`src/rtl/abd_pkg.sv`:
```
`timescale 1ns / 1ps
// ----------------------------------------------------------------------------
// abd_pkg
// Types, constants and tables shared by the ADPCM block decoder.
// ----------------------------------------------------------------------------
package abd_pkg;

  localparam int unsigned IDX_MAX_I = 88;

  localparam logic [6:0] IDX_MAX        = 7'd88;
  localparam logic [6:0] BLOCK_LEN_MONO = 7'd36;
  localparam logic [6:0] BLOCK_LEN_STER = 7'd72;
  localparam logic [6:0] HDR_LEN_MONO   = 7'd4;
  localparam logic [6:0] HDR_LEN_STER   = 7'd8;
  localparam logic [6:0] FRAME_FIRST    = 7'd0;
  localparam logic [6:0] FRAME_LAST     = 7'd64;

  localparam logic signed [17:0] SAMPLE_MAX = 18'sd32767;
  localparam logic signed [17:0] SAMPLE_MIN = -18'sd32768;

  // Header byte slots within a channel's 4-byte header
  localparam logic [1:0] HDR_PRED_LO = 2'd0;
  localparam logic [1:0] HDR_PRED_HI = 2'd1;
  localparam logic [1:0] HDR_INDEX   = 2'd2;
  localparam logic [1:0] HDR_SPARE   = 2'd3;

  // Words pushed into the result queue per accepted byte
  localparam logic [1:0] PUSH_NONE = 2'd0;
  localparam logic [1:0] PUSH_ONE  = 2'd1;
  localparam logic [1:0] PUSH_TWO  = 2'd2;

  localparam logic [14:0] IMA_STEP_SIZES [0:IDX_MAX_I] = '{
    15'd7,     15'd8,     15'd9,     15'd10,    15'd11,    15'd12,    15'd13,    15'd14,
    15'd16,    15'd17,    15'd19,    15'd21,    15'd23,    15'd25,    15'd28,    15'd31,
    15'd34,    15'd37,    15'd41,    15'd45,    15'd50,    15'd55,    15'd60,    15'd66,
    15'd73,    15'd80,    15'd88,    15'd97,    15'd107,   15'd118,   15'd130,   15'd143,
    15'd157,   15'd173,   15'd190,   15'd209,   15'd230,   15'd253,   15'd279,   15'd307,
    15'd337,   15'd371,   15'd408,   15'd449,   15'd494,   15'd544,   15'd598,   15'd658,
    15'd724,   15'd796,   15'd876,   15'd963,   15'd1060,  15'd1166,  15'd1282,  15'd1411,
    15'd1552,  15'd1707,  15'd1878,  15'd2066,  15'd2272,  15'd2499,  15'd2749,  15'd3024,
    15'd3327,  15'd3660,  15'd4026,  15'd4428,  15'd4871,  15'd5358,  15'd5894,  15'd6484,
    15'd7132,  15'd7845,  15'd8630,  15'd9493,  15'd10442, 15'd11487, 15'd12635, 15'd13899,
    15'd15289, 15'd16818, 15'd18500, 15'd20350, 15'd22385, 15'd24623, 15'd27086, 15'd29794,
    15'd32767
  };

  localparam logic signed [4:0] IDX_ADJ [0:7] = '{
    -5'sd1, -5'sd1, -5'sd1, -5'sd1, 5'sd2, 5'sd4, 5'sd6, 5'sd8
  };

  // Decoded view of the current byte position
  typedef struct packed {
    logic       is_header;
    logic [1:0] hdr_slot;
    logic       chan;
    logic [6:0] frame;
    logic       last;
  } abd_pos_t;

  // One result word
  typedef struct packed {
    logic signed [15:0] sample;
    logic               channel;
    logic [6:0]         frame_index;
    logic               block_end;
    logic               item_end;
  } abd_result_t;

endpackage

```
`src/rtl/abd_if.sv`:
```
`timescale 1ns / 1ps
// ----------------------------------------------------------------------------
// abd_if
// Valid/ready channels: raw block bytes in, tagged PCM samples out.
// ----------------------------------------------------------------------------
interface abd_byte_if;
  logic       valid;
  logic       ready;
  logic [7:0] data_byte;

  modport source (output valid, output data_byte, input ready);
  modport sink   (input valid, input data_byte, output ready);
endinterface

interface abd_sample_if;
  logic               valid;
  logic               ready;
  logic signed [15:0] sample;
  logic               channel;
  logic [6:0]         frame_index;
  logic               block_end;
  logic               item_end;

  modport source (output valid, output sample, output channel, output frame_index,
                  output block_end, output item_end, input ready);
  modport sink   (input valid, input sample, input channel, input frame_index,
                  input block_end, input item_end, output ready);
endinterface

```
`src/rtl/abd_nibble_dec.sv`:
```
`timescale 1ns / 1ps
// ----------------------------------------------------------------------------
// abd_nibble_dec
// One IMA ADPCM nibble update: saturated predictor and clamped step index.
// ----------------------------------------------------------------------------
module abd_nibble_dec
  import abd_pkg::*;
(
  input  logic signed [15:0] pred,
  input  logic [6:0]         step_idx,
  input  logic [3:0]         nibble,
  output logic signed [15:0] pred_next,
  output logic [6:0]         step_idx_next
);

  logic [6:0]         si;
  logic [14:0]        step;
  logic [16:0]        step_w;
  logic [16:0]        delta;
  logic signed [17:0] sum;
  logic signed [7:0]  ix;

  always_comb begin
    si     = (step_idx > IDX_MAX) ? IDX_MAX : step_idx;
    step   = IMA_STEP_SIZES[si];
    step_w = {2'b00, step};
    delta  = step_w >> 3;
    if (nibble[0]) begin
      delta = delta + (step_w >> 2);
    end
    if (nibble[1]) begin
      delta = delta + (step_w >> 1);
    end
    if (nibble[2]) begin
      delta = delta + step_w;
    end
    if (nibble[3]) begin
      sum = {{2{pred[15]}}, pred} - $signed({1'b0, delta});
    end else begin
      sum = {{2{pred[15]}}, pred} + $signed({1'b0, delta});
    end
    if (sum > SAMPLE_MAX) begin
      pred_next = SAMPLE_MAX[15:0];
    end else if (sum < SAMPLE_MIN) begin
      pred_next = SAMPLE_MIN[15:0];
    end else begin
      pred_next = sum[15:0];
    end

    ix = $signed({1'b0, si}) + 8'(IDX_ADJ[nibble[2:0]]);
    if (ix < 0) begin
      step_idx_next = '0;
    end else if (ix > $signed({1'b0, IDX_MAX})) begin
      step_idx_next = IDX_MAX;
    end else begin
      step_idx_next = ix[6:0];
    end
  end

endmodule

```
`src/rtl/abd_pos_ctrl.sv`:
```
`timescale 1ns / 1ps
// ----------------------------------------------------------------------------
// abd_pos_ctrl
// Maps the block byte position to header slot or data channel/frame.
// ----------------------------------------------------------------------------
module abd_pos_ctrl
  import abd_pkg::*;
(
  input  logic [1:0] channel_count,
  input  logic [6:0] byte_position,
  output abd_pos_t   pos_info,
  output logic [6:0] position_next
);

  logic       stereo;
  logic [6:0] block_len;
  logic [6:0] hdr_len;
  logic [6:0] pos;
  logic [6:0] pos_inc;
  logic [6:0] d;

  always_comb begin
    // zero acts as mono, three as stereo
    stereo    = channel_count[1];
    block_len = stereo ? BLOCK_LEN_STER : BLOCK_LEN_MONO;
    hdr_len   = stereo ? HDR_LEN_STER : HDR_LEN_MONO;
    // position left beyond a shorter block restarts the block
    pos       = (byte_position >= block_len) ? '0 : byte_position;
    pos_inc   = pos + 7'd1;
    d         = pos - hdr_len;

    pos_info.is_header = (pos < hdr_len);
    pos_info.hdr_slot  = pos[1:0];
    pos_info.last      = (pos_inc == block_len);
    position_next      = pos_info.last ? '0 : pos_inc;

    if (pos_info.is_header) begin
      pos_info.chan  = pos[2];
      pos_info.frame = FRAME_FIRST;
    end else if (stereo) begin
      // chunks of 4 bytes alternate between channels
      pos_info.chan  = d[2];
      pos_info.frame = 7'd1 + {1'b0, d[5:3], 3'b000} + {4'b0000, d[1:0], 1'b0};
    end else begin
      pos_info.chan  = 1'b0;
      pos_info.frame = 7'd1 + {d[5:0], 1'b0};
    end
  end

endmodule

```
`src/rtl/abd_out_queue.sv`:
```
`timescale 1ns / 1ps
// ----------------------------------------------------------------------------
// abd_out_queue
// Small result queue: up to two words in per cycle, one word out.
// ----------------------------------------------------------------------------
module abd_out_queue
  import abd_pkg::*;
#(
  parameter int Depth = 4
) (
  input  logic        clk,
  input  logic        rst,
  input  logic [1:0]  push,
  input  abd_result_t wr_word0,
  input  abd_result_t wr_word1,
  input  logic        pop,
  output logic        space_two,
  output logic        valid,
  output abd_result_t rd_word
);

  localparam int AW = (Depth > 2) ? $clog2(Depth) : 1;
  localparam int CW = $clog2(Depth + 1);

  abd_result_t   mem [Depth];
  logic [AW-1:0] wr_ptr;
  logic [AW-1:0] rd_ptr;
  logic [CW-1:0] count;
  logic [AW-1:0] wr_ptr1;
  logic [AW-1:0] wr_ptr2;
  logic [AW-1:0] rd_ptr1;

  function automatic logic [AW-1:0] ptr_inc(input logic [AW-1:0] p);
    return (p == AW'(Depth - 1)) ? '0 : p + AW'(1);
  endfunction

  assign wr_ptr1   = ptr_inc(wr_ptr);
  assign wr_ptr2   = ptr_inc(wr_ptr1);
  assign rd_ptr1   = ptr_inc(rd_ptr);
  assign space_two = (count <= CW'(Depth - 2));
  assign valid     = (count != '0);
  assign rd_word   = mem[rd_ptr];

  always_ff @(posedge clk) begin
    if (push != PUSH_NONE) begin
      mem[wr_ptr] <= wr_word0;
    end
    if (push == PUSH_TWO) begin
      mem[wr_ptr1] <= wr_word1;
    end
  end

  always_ff @(posedge clk) begin
    if (rst) begin
      wr_ptr <= '0;
      rd_ptr <= '0;
      count  <= '0;
    end else begin
      case (push)
        PUSH_ONE: wr_ptr <= wr_ptr1;
        PUSH_TWO: wr_ptr <= wr_ptr2;
        default:  wr_ptr <= wr_ptr;
      endcase
      if (pop) begin
        rd_ptr <= rd_ptr1;
      end
      count <= count + CW'(push) - CW'(pop);
    end
  end

`ifndef SYNTH
  a_count_range: assert property (@(posedge clk) disable iff (rst)
    count <= CW'(Depth))
    else $error("result queue count out of range");

  a_push_room: assert property (@(posedge clk) disable iff (rst)
    push != PUSH_NONE |-> space_two)
    else $error("push into a queue without room");

  a_count_track: assert property (@(posedge clk) disable iff (rst)
    !rst |=> count == $past(count) + CW'($past(push)) - CW'($past(pop)))
    else $error("result queue count does not follow push and pop");
`endif

endmodule

```
`src/rtl/adpcm_block_decoder.sv`:
```
`timescale 1ns / 1ps
// Each result word is registered in the result queue and reaches sample_ch in order.
// Throughput: header bytes one per cycle while two words fit in the queue; data
//   bytes push two words each and are held back by the single-word output port.
// Reset (rst, synchronous): predictors and step indexes to zero, position to
//   the block header, channel_count to mono, result queue empty.
// ----------------------------------------------------------------------------
// adpcm_block_decoder
// IMA ADPCM block decoder, 36 bytes per channel, two samples per data byte.
// ----------------------------------------------------------------------------
module adpcm_block_decoder
  import abd_pkg::*;
#(
  parameter int QueueDepth = 4
) (
  input  logic         clk,
  input  logic         rst,
  input  logic         cfg_wr_en,
  input  logic [1:0]   cfg_wr_data,
  abd_byte_if.sink     byte_ch,
  abd_sample_if.source sample_ch
);

  // Decoder state
  logic [1:0]         channel_count;
  logic signed [15:0] predictor [2];
  logic [6:0]         step_index [2];
  logic [6:0]         byte_position;

  abd_pos_t           pos_info;
  logic [6:0]         position_next;
  logic               accept;
  logic               space_two;
  logic [1:0]         push;
  abd_result_t        word0;
  abd_result_t        word1;
  abd_result_t        rd_word;
  logic               q_valid;
  logic               pop;

  // Channel selected by the current position
  logic signed [15:0] pred_cur;
  logic [6:0]         si_cur;
  logic signed [15:0] pred_mid;
  logic [6:0]         si_mid;
  logic signed [15:0] pred_end;
  logic [6:0]         si_end;
  logic [6:0]         hdr_index;

  abd_pos_ctrl u_pos (
    .channel_count (channel_count),
    .byte_position (byte_position),
    .pos_info      (pos_info),
    .position_next (position_next)
  );

  assign pred_cur = predictor[pos_info.chan];
  assign si_cur   = step_index[pos_info.chan];

  // Low nibble first, then the high nibble on its result
  abd_nibble_dec u_nib_lo (
    .pred          (pred_cur),
    .step_idx      (si_cur),
    .nibble        (byte_ch.data_byte[3:0]),
    .pred_next     (pred_mid),
    .step_idx_next (si_mid)
  );

  abd_nibble_dec u_nib_hi (
    .pred          (pred_mid),
    .step_idx      (si_mid),
    .nibble        (byte_ch.data_byte[7:4]),
    .pred_next     (pred_end),
    .step_idx_next (si_end)
  );

  // Header index byte is signed, clamped to the table range
  always_comb begin
    if (byte_ch.data_byte[7]) begin
      hdr_index = '0;
    end else if (byte_ch.data_byte[6:0] > IDX_MAX) begin
      hdr_index = IDX_MAX;
    end else begin
      hdr_index = byte_ch.data_byte[6:0];
    end
  end

  // The queue takes a byte only when two words fit
  assign byte_ch.ready = space_two;
  assign accept        = byte_ch.valid & space_two;

  always_comb begin
    push = PUSH_NONE;
    if (accept) begin
      if (!pos_info.is_header) begin
        push = PUSH_TWO;
      end else if (pos_info.hdr_slot == HDR_INDEX) begin
        push = PUSH_ONE;
      end
    end

    if (pos_info.is_header) begin
      // frame 0 carries the header predictor as is
      word0.sample      = pred_cur;
      word0.item_end    = 1'b1;
    end else begin
      word0.sample      = pred_mid;
      word0.item_end    = 1'b0;
    end
    word0.channel     = pos_info.chan;
    word0.frame_index = pos_info.frame;
    word0.block_end   = 1'b0;

    word1.sample      = pred_end;
    word1.channel     = pos_info.chan;
    word1.frame_index = pos_info.frame + 7'd1;
    word1.block_end   = pos_info.last;
    word1.item_end    = 1'b1;
  end

  always_ff @(posedge clk) begin
    if (rst) begin
      channel_count <= 2'd1;
      predictor[0]  <= '0;
      predictor[1]  <= '0;
      step_index[0] <= '0;
      step_index[1] <= '0;
      byte_position <= '0;
    end else begin
      if (cfg_wr_en) begin
        channel_count <= cfg_wr_data;
      end
      if (accept) begin
        byte_position <= position_next;
        if (pos_info.is_header) begin
          case (pos_info.hdr_slot)
            HDR_PRED_LO: predictor[pos_info.chan][7:0]  <= byte_ch.data_byte;
            HDR_PRED_HI: predictor[pos_info.chan][15:8] <= byte_ch.data_byte;
            HDR_INDEX:   step_index[pos_info.chan]      <= hdr_index;
            HDR_SPARE:   ;  // unused header byte
            default:     ;
          endcase
        end else begin
          predictor[pos_info.chan]  <= pred_end;
          step_index[pos_info.chan] <= si_end;
        end
      end
    end
  end

  // Result queue doubles as the output register
  assign pop = q_valid & sample_ch.ready;

  abd_out_queue #(
    .Depth (QueueDepth)
  ) u_queue (
    .clk       (clk),
    .rst       (rst),
    .push      (push),
    .wr_word0  (word0),
    .wr_word1  (word1),
    .pop       (pop),
    .space_two (space_two),
    .valid     (q_valid),
    .rd_word   (rd_word)
  );

  assign sample_ch.valid       = q_valid;
  assign sample_ch.sample      = rd_word.sample;
  assign sample_ch.channel     = rd_word.channel;
  assign sample_ch.frame_index = rd_word.frame_index;
  assign sample_ch.block_end   = rd_word.block_end;
  assign sample_ch.item_end    = rd_word.item_end;

`ifndef SYNTH
  a_block_end_tag: assert property (@(posedge clk) disable iff (rst)
    sample_ch.valid && sample_ch.block_end |->
      sample_ch.item_end && sample_ch.frame_index == FRAME_LAST)
    else $error("block end word not tagged as the last frame");

  a_position_range: assert property (@(posedge clk) disable iff (rst)
    byte_position < BLOCK_LEN_STER)
    else $error("byte position beyond the longest block");

  a_index_range: assert property (@(posedge clk) disable iff (rst)
    step_index[0] <= IDX_MAX && step_index[1] <= IDX_MAX)
    else $error("step index beyond the table");

  a_frame_range: assert property (@(posedge clk) disable iff (rst)
    sample_ch.valid |-> sample_ch.frame_index <= FRAME_LAST)
    else $error("frame index beyond the block");
`endif

endmodule

```
`src/flat_wrapper.sv`:
```
// flat-port wrapper written by rule: the top's interface ports become plain ports
module adpcm_block_decoder_flat import abd_pkg::*;
#(
  parameter int QueueDepth = 4
)
  (clk, rst, cfg_wr_en, cfg_wr_data, byte_ch_valid, byte_ch_data_byte, byte_ch_ready, sample_ch_valid, sample_ch_sample, sample_ch_channel, sample_ch_frame_index, sample_ch_block_end, sample_ch_item_end, sample_ch_ready);
  abd_byte_if byte_ch_i ();
  abd_sample_if sample_ch_i ();
  input  logic clk;
  input  logic rst;
  input  logic cfg_wr_en;
  input  logic [1:0] cfg_wr_data;
  input wire logic [$bits(byte_ch_i.valid)-1:0] byte_ch_valid;
  input wire logic [$bits(byte_ch_i.data_byte)-1:0] byte_ch_data_byte;
  output wire logic [$bits(byte_ch_i.ready)-1:0] byte_ch_ready;
  output wire logic [$bits(sample_ch_i.valid)-1:0] sample_ch_valid;
  output wire logic [$bits(sample_ch_i.sample)-1:0] sample_ch_sample;
  output wire logic [$bits(sample_ch_i.channel)-1:0] sample_ch_channel;
  output wire logic [$bits(sample_ch_i.frame_index)-1:0] sample_ch_frame_index;
  output wire logic [$bits(sample_ch_i.block_end)-1:0] sample_ch_block_end;
  output wire logic [$bits(sample_ch_i.item_end)-1:0] sample_ch_item_end;
  input wire logic [$bits(sample_ch_i.ready)-1:0] sample_ch_ready;
  assign byte_ch_i.valid = byte_ch_valid;
  assign byte_ch_i.data_byte = byte_ch_data_byte;
  assign byte_ch_ready = byte_ch_i.ready;
  assign sample_ch_valid = sample_ch_i.valid;
  assign sample_ch_sample = sample_ch_i.sample;
  assign sample_ch_channel = sample_ch_i.channel;
  assign sample_ch_frame_index = sample_ch_i.frame_index;
  assign sample_ch_block_end = sample_ch_i.block_end;
  assign sample_ch_item_end = sample_ch_i.item_end;
  assign sample_ch_i.ready = sample_ch_ready;
  adpcm_block_decoder #(.QueueDepth(QueueDepth)) u_core (.clk(clk), .rst(rst), .cfg_wr_en(cfg_wr_en), .cfg_wr_data(cfg_wr_data), .byte_ch(byte_ch_i), .sample_ch(sample_ch_i));
endmodule
```
`config.mk`:
```
export PLATFORM = sky130hd
export DESIGN_NAME = adpcm_block_decoder_flat
export DESIGN_NICKNAME = d
export VERILOG_FILES = /design/src/rtl/abd_pkg.sv /design/src/rtl/abd_if.sv /design/src/rtl/abd_nibble_dec.sv /design/src/rtl/abd_pos_ctrl.sv /design/src/rtl/abd_out_queue.sv /design/src/rtl/adpcm_block_decoder.sv /design/src/flat_wrapper.sv
export SDC_FILE = /design/constraint.sdc
export NUM_CORES = 1
export LEC_CHECK = 0
export BUFFER_PORTS_ARGS = -buffer_cell sky130_fd_sc_hd__buf_2
export CORE_UTILIZATION = 60
export DETAILED_ROUTE_END_ITERATION = 8
export PLACE_DENSITY = 0.89
export SLEW_MARGIN = 10
export SYNTH_ARGS = -nofsm -noshare
export SYNTH_HDL_FRONTEND = slang
export SYNTH_HIERARCHICAL = 1
export SYNTH_SLANG_ARGS = --single-unit
export TNS_END_PERCENT = 30
```
`constraint.sdc`:
```
create_clock -name clk -period 18 [get_ports clk]
set_clock_uncertainty 0.15 [all_clocks]
set_input_delay 3.6 -clock clk [delete_from_list [all_inputs] [get_ports clk]]
set_output_delay 3.6 -clock clk [all_outputs]
set_load 0.005 [all_outputs]
```
Word-level counts from Yosys, hierarchy flattened
Memories as Yosys holds them, arrays and structs flattened. A register that Yosys moved wholly into a read port is not among the register bits.
Cells that the tools add are included.

word-level totals
  output and inout port bits = 28
  ROM bits = 3920
  bits in registers = 16
  memories kept = 7
  RAM bits = 150

memory list
  name                words  bits a word  read ports  clocked after memory_dff  wr ports  RTL line                   text
  (no name shown)     128    15           1           0                         0         abd_nibble_dec.sv:25       step = IMA_STEP_SIZES[si];
  (no name shown)     128    15           1           0                         0         abd_nibble_dec.sv:25
  u_core.u_queue.mem  4      26           1           1                         2         abd_out_queue.sv:25        abd_result_t mem [Depth];
  (no name shown)     8      5            1           0                         0         abd_nibble_dec.sv:50       ix = $signed({1'b0, si}) + 8'(IDX_ADJ[nibble[2:0]]);
  (no name shown)     8      5            1           0                         0         abd_nibble_dec.sv:50
  u_core.predictor    2      16           1           0                         2         adpcm_block_decoder.sv:26  logic signed [15:0] predictor [2];
  +1 memories         --     --           --          --                        --        --

cells by class
  equality and inequality tests = 8
  reduce and logical (&&, ||, !) cells = 6
  muxes and demuxes = 79
  add/sub/neg operators = 23
  bitwise logic cells = 9
  order comparisons = 18

operators with widths
  kind                                                                            count
  17-bit 2-to-1 mux                                                               6
  16-bit 2-to-1 mux                                                               6
  7-bit 2-to-1 mux                                                                13
  15-bit 2-to-1 mux                                                               4
  18-bit by 17-bit adder with 18-bit output                                       2
  18-bit by 16-bit > comparator with 1-bit output, second input constant          2
  18-bit by 16-bit less-than comparator with 1-bit output, second input constant  2
  18-bit 2-to-1 mux                                                               2
  18-bit by 17-bit subtractor with 18-bit output                                  2
  17-bit by 14-bit adder with 17-bit output                                       2
  17-bit by 15-bit adder with 17-bit output                                       2
  8-bit 2-to-1 mux                                                                4
  1-bit 2-to-1 mux                                                                30
  12-bit by 13-bit adder with 14-bit output                                       2
  7-bit > comparator, second input constant                                       3
  5-bit 2-to-1 mux                                                                4
  8-bit by 5-bit adder with 8-bit output                                          2
  8-bit >= comparator, second input constant                                      2
  8-bit > comparator, second input constant                                       2
  8-bit by 1-bit less-than comparator with 1-bit output, second input constant    2
  2-bit 2-to-1 mux                                                                8
  7-bit NOT with 8-bit output                                                     2
  16-bit OR reduction                                                             1
  7-bit by 1-bit adder with 7-bit output, second input constant                   2
  other kinds (23)                                                                36

Depth between registers and ports, before layout
An unclocked memory read counts as a cell.

  depth after elaboration = 34
  gate-level depth with buffers = 85
  mapped depth without buffers = 78

By module
Netlist, hierarchy kept.

by module, submodules not included
  module                             instances  cells each  area an instance (µm²)  seq. area each (µm²)
  abd_nibble_dec at u_core.u_nib_hi  1          944         6358.6                  0.0
  abd_nibble_dec at u_core.u_nib_lo  1          921         6337.3                  0.0
  abd_out_queue                      1          314         5681.7                  3303.2
  adpcm_block_decoder                1          286         2927.8                  1561.5
  abd_pos_ctrl                       1          79          585.6                   0.0

Least setup slack after synthesis
Ideal clock, no wire load.

  path kind = in2reg
  from = in byte_ch_data_byte[2]
  to = mem u_core/u_queue/mem[3][22] (netlist bit), data pin
  arrival time = 16.570 ns
  stages = 64
  slack = 1.020 ns
  cell sequence = clkbuf_1 > buf_1 > buf_1 > clkbuf_1 > nand2_1 > ha_1 > a21o_1 > a21oi_1 > o21bai_1 > a21oi_1 > o21bai_1 > a21oi_1 > xnor2_1 > nor2_1 > buf_6 > clkbuf_1 > clkbuf_1 > buf_1 > (+28 left out) > xnor2_1 > nor2_1 > a221oi_1 > xnor2_1 > ha_1 > nand2_1 > a221o_1 > a211oi_1 > o2111ai_1 > a211o_1 > nand3_1 > nand2b_1 > a21oi_1 > a41oi_4 > a21oi_4 > buf_12 > o21ai_2 > mux2_2

RTL lines
  item             RTL line             text
  start, declared  flat_wrapper.sv:14   input wire logic [$bits(byte_ch_i.data_byte)-1:0] byte_ch_data_byte;
  end, declared    abd_out_queue.sv:25

==> impl_metrics.prom <==
# TYPE chip_impl_metric gauge
chip_impl_metric{name="grt_antenna_before_repair",unit=""} 1
chip_impl_metric{name="timing_worst_slew_pin_value",unit="ps"} 1147
chip_impl_metric{name="finalSetupViolations",unit=""} 0
chip_impl_metric{name="finish.utilization",unit=""} 0.6574
chip_impl_metric{name="grt_first_pass_wirelength",unit="mm"} 109.2
chip_impl_metric{name="post-dp-hpwl",unit="mm"} 49.57
chip_impl_metric{name="power_per_cell_area",unit="nW/um^2"} 193.7
chip_impl_info{name="status",value="finished with violations"} 1
chip_impl_metric{name="route.antenna.remaining_nets",unit=""} 0
chip_impl_metric{name="r2r_cells",unit=""} 79
chip_impl_metric{name="track_usage",unit=""} 0.3728
chip_impl_metric{name="drc",unit=""} 26
chip_impl_metric{name="slew_violations",unit=""} 0
chip_impl_metric{name="critical_path_arrival",unit="ps"} 17570
chip_impl_info{name="tritoncts",value="built"} 1
chip_impl_info{name="worstHoldPathType",value="reg -> reg"} 1
chip_impl_metric{name="numPortBuffers",unit=""} 41
chip_impl_metric{name="final.min_clock_period",unit="ps"} 17560
chip_impl_metric{name="report.final.hold_viol_count",unit=""} 0
chip_impl_metric{name="grt_pass1_vias",unit=""} 20287
chip_impl_metric{name="vdd_drop_max",unit="uV"} 194.1
chip_impl_metric{name="netlist_instances",unit=""} 2541
chip_impl_metric{name="rrSetupSlack",unit="ps"} 440
chip_impl_metric{name="multiInputGateArea",unit="sq um"} 16160
chip_impl_metric{name="final_min_period_over_clock_period",unit=""} 0.9757
chip_impl_metric{name="static-leakage-power",unit="nW"} 9.370
chip_impl_info{name="timing_worst_setup_path_type",value="reg -> reg"} 1
chip_impl_info{name="violated_checks",value="DRC"} 1
chip_impl_metric{name="max-slew-margin-rel",unit=""} 0.2256
chip_impl_info{name="commonest_non_fill_non_tap_cell_in_the_layout",value="sky130_fd_sc_hd__nor2_1"} 1
chip_impl_metric{name="seqCellArea",unit="sq um"} 4848
chip_impl_metric{name="gp_congestion",unit=""} 0.9963
chip_impl_metric{name="syn_avg_cell_area",unit="sq um"} 8.601
chip_impl_metric{name="antennaDiodeCount",unit=""} 0
chip_impl_info{name="mostFrequentLayoutCells",value="sky130_fd_sc_hd__nor2_1, sky130_fd_sc_hd__a21oi_1, sky130_fd_sc_hd__nand2_1"} 1
chip_impl_metric{name="worstPathRequired",unit="ps"} 18010
chip_impl_metric{name="holdWs",unit="ps"} 359.5
chip_impl_metric{name="clock_tree.htree_level_count",unit=""} 4
chip_impl_info{name="crit-reg2reg-launch",value="u_core/channel_count[1]"} 1
chip_impl_metric{name="worst_setup_hold_path_clk_slew",unit="ps"} 70
chip_impl_metric{name="routed_wirelength",unit="mm"} 70.99
chip_impl_info{name="clockRootBuffer",value="sky130_fd_sc_hd__clkbuf_16"} 1
chip_impl_metric{name="clk_latency",unit="ps"} 460
chip_impl_metric{name="drive_above_1_share",unit=""} 0.1779
chip_impl_metric{name="layout.filler_cells",unit=""} 2731
chip_impl_metric{name="floorplan.initialDensity",unit=""} 0.6115
chip_impl_metric{name="post_cts_hold_buffer_count",unit=""} 0
chip_impl_metric{name="pin_count",unit=""} 43
chip_impl_metric{name="detail_route.wl_per_cell",unit="um"} 23.43
chip_impl_info{name="worst_setup_path_startpoint",value="u_core/channel_count[1]"} 1
chip_impl_metric{name="drt_pass1_iterations",unit=""} 9
chip_impl_metric{name="fmax",unit="GHz"} 0.05694
chip_impl_metric{name="detailroute.via_count",unit=""} 21725
chip_impl_metric{name="max-clock-path-buffers",unit=""} 2
chip_impl_metric{name="tritoncts_num_sinks",unit=""} 167
chip_impl_info{name="critical_path.endpoint_type",value="flop"} 1
chip_impl_metric{name="dr.first_iter.drc_count",unit=""} 3200
chip_impl_metric{name="rows",unit=""} 69
chip_impl_metric{name="cap_viol_max_count",unit=""} 0
chip_impl_metric{name="fp.coreArea",unit="sq um"} 35740
chip_impl_metric{name="dieWidth",unit="um"} 192.9
chip_impl_metric{name="ys_warn_count",unit=""} 6
chip_impl_metric{name="post_route_standard_cell_area_excluding_fillers",unit="sq um"} 23500
chip_impl_info{name="timing.critical_path.to",value="u_core/predictor[0][14]"} 1
chip_impl_metric{name="die-area",unit="sq um"} 37190
chip_impl_metric{name="critPathMaxFanout",unit=""} 12
chip_impl_metric{name="dpl_cell_area",unit="sq um"} 22480
chip_impl_metric{name="dieHeight",unit="um"} 192.9
chip_impl_metric{name="grt_max_degree",unit=""} 46
chip_impl_metric{name="num-nets-final",unit=""} 2763
chip_impl_metric{name="flow.area_growth_from_synthesis",unit="%"} 7.499
chip_impl_info{name="r2r_end",value="u_core/predictor[0][14]"} 1
chip_impl_metric{name="synthesis.area",unit="sq um"} 21860
chip_impl_metric{name="max_stage_delay",unit="ps"} 570
chip_impl_info{name="timing.critical_path.from_type",value="flop"} 1
chip_impl_metric{name="vias_per_cell",unit=""} 7.170
chip_impl_info{name="crit_slowest_cell",value="sky130_fd_sc_hd__or3b_2"} 1
chip_impl_metric{name="cts-buffers-inserted",unit=""} 17
chip_impl_metric{name="grt-ovfl-total",unit=""} 0
==> state kept, by name (all words and copies together), names as in the netlist, named ones only <==
register / count
u_core/byte_position: 7
u_core/channel_count: 1
u_core/predictor: 32
u_core/step_index: 14
u_core/u_queue/count: 3
u_core/u_queue/mem: 104
u_core/u_queue/rd_ptr: 2
u_core/u_queue/wr_ptr: 2
==> routing by layer <==
metal | up-vias | track usage | wire length, um
li1 | 9560 | - | -
met1 | 10121 | 0.4695 | 26330
met2 | 1636 | 0.6121 | 32940
met3 | 406 | 0.06601 | 7630
met4 | 2 | 0.1835 | 4070
met5 | - | 0 | 13
==> repair_timing <==
item                                    4_1_cts  5_1_grt
hold endpoints to repair                      0        0
endpoints found under the setup margin       96       96
gates resized for setup                      10       56
pin swaps                                     3        7
setup buffers                                 6        5
gates cloned                                  1        0
==> worst min path at each step <==
stage	from	end	slack, ps	cells past startpoint
finish	u_core/byte_position[0]	u_core/byte_position[0]	360	2
floorplan	u_core/byte_position[2]	u_core/byte_position[2]	280	2
CTS	u_core/byte_position[0]	u_core/byte_position[0]	350	2
detailed placement	u_core/byte_position[0]	u_core/byte_position[0]	340	2
global route	u_core/byte_position[0]	u_core/byte_position[0]	390	2
global placement	u_core/byte_position[1]	u_core/byte_position[1]	320	2
==> cell type report <==
type | count | area share
multi-input combinational | 2137 | 0.6877
sequential | 167 | 0.2064
timing repair buffer | 124 | 0.03685
tap | 461 | 0.02455
clock buffer | 17 | 0.01811
inverter | 109 | 0.01757
clock inverter | 15 | 0.008893
==> where the power goes <==
group / internal (mW) / switching [mW] / leakage [nW]
Clock: 0.202 / 0.190 / 0.302
Combinational: 1.38 / 2.31 / 7.50
Sequential: 0.459 / 0.0113 / 1.57
Total: 2.04 / 2.51 / 9.37
==> worst max-delay path, delay by kind of cell (launching register included) <==
family | cells | cell delay [ps]
compound gates | 29 | 6170
simple gates | 24 | 4620
flops | 1 | 360
fa+ha+maj | 9 | 3040
xor+xnor | 3 | 520
mux | 4 | 880
buf+inv | 10 | 1420
==> metrics by stage <==
stage	worst slack [ps]	total power [mW]	cells	TNS, ps
3_3_place_gp	333.7	3.617	2986	0
6_report	436.7	4.551	3030	0
4_1_cts	66.72	4.235	3025	0
3_5_place_dp	-596.6	3.747	2986	-23200
5_1_grt	-155.4	4.811	3030	-3642
2_1_floorplan	1020	3.008	2547	0
Power figures use the tool's default switching activity.
